==> config.mk <==
export PLATFORM = sky130hd
export DESIGN_NAME = acm_popcnt
export DESIGN_NICKNAME = d
export VERILOG_FILES = /design/src/design/acm_pkg.sv /design/src/design/acm_popcnt.sv
export SDC_FILE = /design/constraint.sdc
export NUM_CORES = 1
export LEC_CHECK = 0
export BUFFER_PORTS_ARGS = -buffer_cell sky130_fd_sc_hd__buf_2
export CAP_MARGIN = 40
export CORE_AREA = 2 2 42 44
export DETAILED_ROUTE_END_ITERATION = 8
export DIE_AREA = 0 0 44 46
export SLEW_MARGIN = 15
export SYNTH_ARGS = -nofsm -noshare
export SYNTH_HDL_FRONTEND = slang
export SYNTH_SLANG_ARGS = --single-unit
==> constraint.sdc <==
create_clock -name vclk -period 11.2
set_input_delay 0.56 -clock vclk [all_inputs]
set_output_delay 0.56 -clock vclk [all_outputs]
set_load 0.05 [all_outputs]
==> src/design/acm_pkg.sv <==
// ----------------------------------------------------------------------------
// acm_pkg
// shared types and fixed field widths of the multi-pattern string matcher
// ----------------------------------------------------------------------------
package acm_pkg;

    localparam int OP_W     = 3;
    localparam int LETTER_W = 5;
    localparam int WIDX_W   = 4;
    localparam int MINW_W   = 5;

    typedef enum logic [OP_W-1:0] {
        OP_CLEAR   = 3'd0,
        OP_PATTERN = 3'd1,
        OP_BUILD   = 3'd2,
        OP_RESTART = 3'd3,
        OP_TEXT    = 3'd4
    } t_op;

endpackage

==> src/design/acm_popcnt.sv <==
// ----------------------------------------------------------------------------
// acm_popcnt
// counts the words in a word set and compares against a threshold
// ----------------------------------------------------------------------------
module acm_popcnt #(
    parameter int WORDS = 16
) (
    input  logic [WORDS-1:0]              i_mask,
    input  logic [acm_pkg::MINW_W-1:0]    i_min,
    output logic                          o_enough
);

    localparam int CW = $clog2(WORDS + 1);

    logic [CW-1:0] cnt;

    always_comb begin
        cnt = '0;
        for (int i = 0; i < WORDS; i++) begin
            cnt = cnt + CW'(i_mask[i]);
        end
    end

    assign o_enough = (32'(cnt) >= 32'(i_min));

endmodule

==> impl_metrics.csv <==
group,metric,value,unit
critical_path,cp_slowest_cell,"fa_1",
layout,layout-drive-gt1-share,27.7,%
sta,slew_viol_final,0,
synthesis,synth_xor_xnor_area_share,3.41,%
synthesis,synthAdderAreaFrac,63.4,%
place,postPlaceCellArea,644,µm²
critical_path,path_buf_inv,4,
sta,rsz0062_at_grt,"false",
synthesis,synth_cells,61,
place,portBuffers,22,
sta,slew-limit-headroom,83.6,%
clock_network,cts_hold_buffers,0,
critical_path,cp_max_fo,2,
synthesis,yosys-top-cells-area,"fa_1 39%, ha_1 24%, inv_1 21%",
critical_path,max_stage_delay,0.55,ns
critical_path,path_common_cell,"fa_1",
global_route,grt_pass1_vias,363,
layout,clock_buffer_count,0,
layout,n_fill_cell,169,
critical_path,crit_path_end,"o_enough",
pwr,p_total,0.000113,W
clock_network,ctsResizeCount,0,
synthesis,synth_area,513,µm²
drt,viasPerCell,4.06,
synthesis,ys_seq_area_share,0,%
floorplan,initial_utilization,31.8,%
sta,min_period,4.91,ns
critical_path,crit_path_end_kind,"output pin",
drt,wl,700,µm
drt,wl_met3,38,µm
layout,final_design_area_no_fill,644,µm²
pwr,ir_worst_vdd,0.0536,mV
floorplan,ios,22,
drt,vias,406,
drt,drc,0,
floorplan,die_h,46,µm
critical_path,critical_path_class,"in -> out",
synthesis,yosys.area_share.simple,3.17,%
synthesis,synthMostInstantiatedCell,"inv_1",
synthesis,synth_top_area_share,39.0,%
drt,drt_iter0_markers,2,
synthesis,yosysTopAreaCell,"fa_1",
critical_path,arrival,4.35,ns
layout,syn_to_final_growth,25.6,%
layout,nNetsFinal,126,
drt,first_pass_iters,4,
synthesis,synth_mux_area_share,0,%
critical_path,crit_required,10.64,ns
floorplan,row_count,15,
synthesis,postSynthAreaPerCell,8.41,µm²
drt,wl_met2,374,µm
drt,highest_layer,"met3",
synthesis,syn_nets,102,
place,place_congestion,0.699,
global_route,antenna_found_initial,0,
worst_hold_path,hold_path.class,"in -> out",
layout,antenna_cells,0,
floorplan,dieArea,2020,µm²
layout,layout.area.seq,0,µm²
global_route,track_usage,7.48,%
place,hpwl,726,µm
synthesis,synth_common_cells,"29 x inv_1, 10 x fa_1, 10 x ha_1",
clock_network,postCtsSetupBuffers,0,
global_route,grt_pass1_wl,1220,µm
global_route,overflow,0,
drt,wl_per_cell,7.00,µm
critical_path,cp_top_family,"adder cells",
drt,ant_nets,0,
sta,finalSetupViolCount,0,
critical_path,worstPathCellList,"buf_2 -> inv_1 -> fa_1 -> fa_1 -> fa_1 -> fa_1 -> inv_1 -> ha_1 -> fa_1 -> xor2_1 -> ha_1 -> a21o_1 -> a31oi_1 -> o21ai_0 -> buf_2",
synthesis,yosysUniqueCellTypes,13,
sta,tightest_slew,0.248,ns
pwr,power_density,175,nW/µm²
sta,timing.final.crit_share,43.8,%
critical_path,startpoint,"i_mask[5]",
floorplan,core_area,1610,µm²
layout,seq_cell_count,0,
sta,tns,0,ns
global_route,grt_max_degree,4,
synthesis,synth_compound_area_share,8.78,%
critical_path,path_depth,15,
drt,drt-met1-wl,287,µm
floorplan,die_w,44,µm
job,maxCapViolCount,0,
synthesis,synth_top_family_by_area,"adder cells",
synthesis,yosys_warnings,0,
sta,finalHoldViolCount,0,
pwr,p_leak,0.432,nW
layout,post-route-util,39.9,%
status,status,"completed",
critical_path,start_kind,"primary input",
sta,max_freq,0.204,GHz
-- cell type report --
type / count / area [µm²] / area share [%]
timing repair buffer: 22 / 110 / 17.1
multi-input combinational: 32 / 404 / 62.7
inverter: 29 / 109 / 16.9
tap: 17 / 21.3 / 3.30
-- through the flow --
stage                     instances  setup slack, ns  hold slack, ns
after floorplan                  61             5.79            1.83
after global placement          100             6.29            1.75
after detailed placement        100             6.26            1.75
after CTS                       100             6.26            1.75
after global routing            100             6.13            1.80
final                           100             6.29            1.74
-- how the worst min path moves through the flow --
| stage | from | endpoint | depth (start not counted) |
|---|---|---|---|
| 5_1_grt | i_min[4] | o_enough | 6 |
| 4_1_cts | i_min[4] | o_enough | 6 |
| 3_5_place_dp | i_min[4] | o_enough | 6 |
| 2_1_floorplan | i_min[4] | o_enough | 4 |
| 6_report | i_min[4] | o_enough | 6 |
| 3_3_place_gp | i_min[4] | o_enough | 6 |
-- layout by cell type (no fill, tap or decap), drive strengths merged --
cell    synthesis  routed
nor2b           1       1
o21ai           1       1
fa             10      10
xnor2           1       1
nand2b          1       1
xor2            1       1
a21oi           3       3
a31oi           1       1
nand2           1       1
buf             0      22
inv            29      29
a21o            2       2
ha             10      10
-- cells by family (layout without fill, tap and decap cells) --
kind of cell	after synthesis	count (layout)
buffers and inverters	29	51
and+or+nand+nor	3	3
adders and majority gates	20	20
AOI/OAI and AO/OA	7	7
xor gates and xnor gates	2	2
-- metal layers --
metal	track usage [%]	up-vias
met5	0	-
met4	0	0
met3	0	0
met2	15.6	9
met1	9.00	181
li1	-	216
-- power breakdown --
group          switching, W  internal, W
Combinational     0.0000620    0.0000506
Clock                     0            0
Sequential                0            0
No activity file was read; power rests on OpenSTA's default activity.
