File: config.mk
export PLATFORM = sky130hd
export DESIGN_NAME = acm_ram
export DESIGN_NICKNAME = d
export VERILOG_FILES = /design/src/design/acm_ram.sv
export SDC_FILE = /design/constraint.sdc
export NUM_CORES = 2
export LEC_CHECK = 0
export BUFFER_PORTS_ARGS = -buffer_cell sky130_fd_sc_hd__buf_2
export CAP_MARGIN = 0
export CORE_MARGIN = 10
export CORE_UTILIZATION = 44
export CTS_BUF_LIST = sky130_fd_sc_hd__clkbuf_8 sky130_fd_sc_hd__clkbuf_16
export DETAILED_ROUTE_END_ITERATION = 6
export PLACE_DENSITY_LB_ADDON = 0.1
export SETUP_SLACK_MARGIN = 0.15
export SYNTH_ARGS = -nofsm -noshare
export SYNTH_HDL_FRONTEND = slang
export SYNTH_SLANG_ARGS = --single-unit
File: constraint.sdc
create_clock -name i_clk -period 5.15 [get_ports i_clk]
set_clock_uncertainty 0.1 [all_clocks]
set_input_delay 0 -clock i_clk [delete_from_list [all_inputs] [get_ports i_clk]]
set_output_delay 0 -clock i_clk [all_outputs]
set_load 0.03 [all_outputs]
File: src/design/acm_ram.sv
// ----------------------------------------------------------------------------
// acm_ram
// generic simple dual-port ram, one write and one registered read per cycle
// ----------------------------------------------------------------------------
module acm_ram #(
    parameter int WIDTH = 8,
    parameter int DEPTH = 256
) (
    input  logic                     i_clk,
    input  logic                     i_we,
    input  logic [$clog2(DEPTH)-1:0] i_waddr,
    input  logic [WIDTH-1:0]         i_wdata,
    input  logic [$clog2(DEPTH)-1:0] i_raddr,
    output logic [WIDTH-1:0]         o_rdata
);

    logic [WIDTH-1:0] r_mem [DEPTH];
    logic [WIDTH-1:0] r_rdata;

    always_ff @(posedge i_clk) begin
        if (i_we) begin
            r_mem[i_waddr] <= i_wdata;
        end
        r_rdata <= r_mem[i_raddr];
    end

    assign o_rdata = r_rdata;

endmodule

==> flow_summary.yaml <==
timing:
  period_needed_ps: 3269
  slew_headroom_pct: 21.80
  setup_viol: 0
  period_share_pct: 63.48
  rsz0062_at_grt: "no"
  drv_slew: 0
  fin_tns_setup_ps: 0
  hold_viol_final: 0
  fmax_mhz: 305.9
  tightestPinTransition_ps: 1173
cells_and_area:
  area_delta_synth_final_pct: 12.19
  fin_util_pct: 49.49
  nNetsFinal: 3894
  fill_cells: 14580
  instances_no_fill: 6421
  most-common-layout-cells: "2048 x edfxtp_1, 454 x mux4_2, 279 x nor2_1"
  drive_above_1_share_pct: 22.63
  mostFrequentLayoutCell: "edfxtp_1"
route:
  routed.top_layer: "met4"
  wl_mm: 211.9
  drt-initial-drc-count: 4291
  route.met2.wl_mm: 100.0
  vias_per_cell: 6.021
  routed_wire_length_per_instance_um: 33.01
  m1WireLength_mm: 94.45
  route.met3.wl_mm: 12.63
  drc: 0
  vias: 38660
  drtPass1Iterations: 6
  postRouteAntennaNets: 0
floorplanning:
  num_rows: 156
  coreArea_um2: 180400
  top_level_ports: 34
  fp.dieW_um: 445.2
  fp.dieArea_um2: 198200
  die_h_um: 445.2
  start_util_pct: 44.11
synthesis:
  synth_area_leaders: "edfxtp_1 77%, mux4_2 13%, mux2i_1 1.7%, nor2_1 1.3%, a22oi_1 1.3%"
  syn_area_per_cell_um2: 21.31
  synth_ff_type: "edfxtp_1"
  synth_top_area_share_pct: 77.30
  synthesis.nets: 3759
  synth_cells: 3733
  yosysUniqueCellTypes: 55
  synth_warnings: 0
  ys_seq_area_share_pct: 77.50
  mappedNetlistArea_um2: 79560
  synthArstFlopShare_pct: 0
  ys_ff_latch: 2056
  synth_edf_count: 2048
  synth_top_cell_by_area: "edfxtp_1"
critical_path:
  rr_endpoint: "o_rdata[0]"
  setup.worst_path.start: "i_waddr[3]"
  crit_chain: "dlygate4sd3_1, buf_2, nor2b_1, nand3_2, nor2_1"
  cp.arrival_ps: 3630
  max_stage_delay_ps: 1110
  rr_startpoint: "r_mem[138][0]"
  path_max_fanout: 13
  start_kind: "input pin"
  end_kind: "flip-flop"
  r2r_slack_ps: 2190
  crit_required_ps: 5510
  slowest_stage: "nor2_1"
  worstSetupPathType: "input pin to flip-flop"
  cp-endpoint: "r_mem[24][4]"
  r2r_cells: 6
clock_tree:
  path_clk_slew_ps: 60
  cts_buffers: 212
  cts.sinks: 2056
  clk_latency_ps: 870
  cts_tree: "built"
  clk_path_buf_depth: 3
  cts_root_buf: "clkbuf_16"
  post_cts_resized: 0
  htree_levels: 4
place:
  place_congestion: 0.8060
  post-dp-hpwl_mm: 127.9
  place.port_buffers: 33
  place_inst: 6011
job:
  max-cap-violations: 0
power:
  total_power_w: 0.03482
  p_leak_nw: 27.52
  peakVddDrop_v: 0.0003045
  power_density_nw_per_um2: 390.1
grt:
  grt_max_degree: 152
  grt_pass1_wl_mm: 302.3
  grt-ovfl-total: 0
  grt_usage_pct: 21.17
  antenna_found_initial: 7
  grt_pass1_vias: 38770
outcome:
  outcome: "finished clean"
min_path:
  hold_path_class: "input pin to flip-flop"
stage by stage:
| stage | setup slack (ps) | hold WS [ps] | cell area [um2] |
|---|---|---|---|
| floorplan | 3112 | -1.131 | 79560 |
| global placement | 1004 | 377.3 | 82480 |
| detailed placement | 1180 | 390.3 | 82510 |
| CTS | 1880 | 24.98 | 89250 |
| global route | 1884 | 44.37 | 89250 |
| finish | 1881 | 73.45 | 89260 |
area by class of cell:
class | instances | area (um2) | share of cell area, %
Antenna cell | 3 | 7.507 | 0.008411
Clock buffer | 216 | 5360 | 6.005
Clock inverter | 178 | 1251 | 1.402
Inverter | 2 | 7.507 | 0.008411
Multi-Input combinational cell | 1442 | 16560 | 18.55
Sequential cell | 2056 | 61660 | 69.08
Tap cell | 2370 | 2965 | 3.322
Timing Repair Buffer | 154 | 1449 | 1.623
synthesized netlist by cell type (27+ instances only):
cell / n
nand3_1: 34
nor2b_1: 31
nor2_1: 282
nand2_1: 33
o22ai_1: 28
o221ai_1: 46
buf_2: 31
mux2i_1: 134
edfxtp_1: 2048
a22oi_1: 133
mux4_2: 454
buf_4: 27
clkbuf_1: 111
a21oi_1: 96
routing by layer:
metal	global-route usage (%)	up-vias
li1	-	16010
met1	31.46	21000
met2	33.17	1376
met3	3.152	270
met4	4.989	0
met5	0	-
where the power goes:
part,internal (W),switching (W)
clock,0.00806,0.00653
combinational,0.000570,0.00117
sequential,0.0185,0.0000321
total,0.0271,0.00773
worst min-delay path by stage:
| stage | from | to | slack [ps] | depth (start not counted) |
|---|---|---|---|---|
| 2_1_floorplan | i_wdata[0] | r_mem[0][0] | -1 | 0 |
| 3_3_place_gp | i_wdata[1] | r_mem[200][1] | 380 | 1 |
| 3_5_place_dp | i_wdata[1] | r_mem[202][1] | 390 | 1 |
| 4_1_cts | i_waddr[0] | r_mem[167][0] | 20 | 3 |
| 5_1_grt | i_waddr[0] | r_mem[151][0] | 40 | 3 |
| 6_report | i_wdata[1] | r_mem[193][1] | 70 | 2 |
flip-flops by register name, summed over array words and instances, names as in the netlist:
signal and flops:
o_rdata 8, r_mem 2048
cells by family after synthesis:
group                  after synthesis  share of synthesized area, %
multiplexers                       591                         14.62
flip-flops                        2056                         77.50
buffers and inverters              235                         1.831
AND/OR/NAND/NOR                    466                         2.628
AO/OA/AOI/OAI                      385                         3.419
critical path, delay by kind of cell:
kind | cells | cell delay (ps)
buffers and inverters | 2 | 850
AND/OR/NAND/NOR | 3 | 2720
repair_timing:
item	in CTS	in global routing
hold buffers	13	0
setup buffers	0	0
hold endpoints to repair	1141	0
No activity file was read; power rests on OpenSTA's default activity.
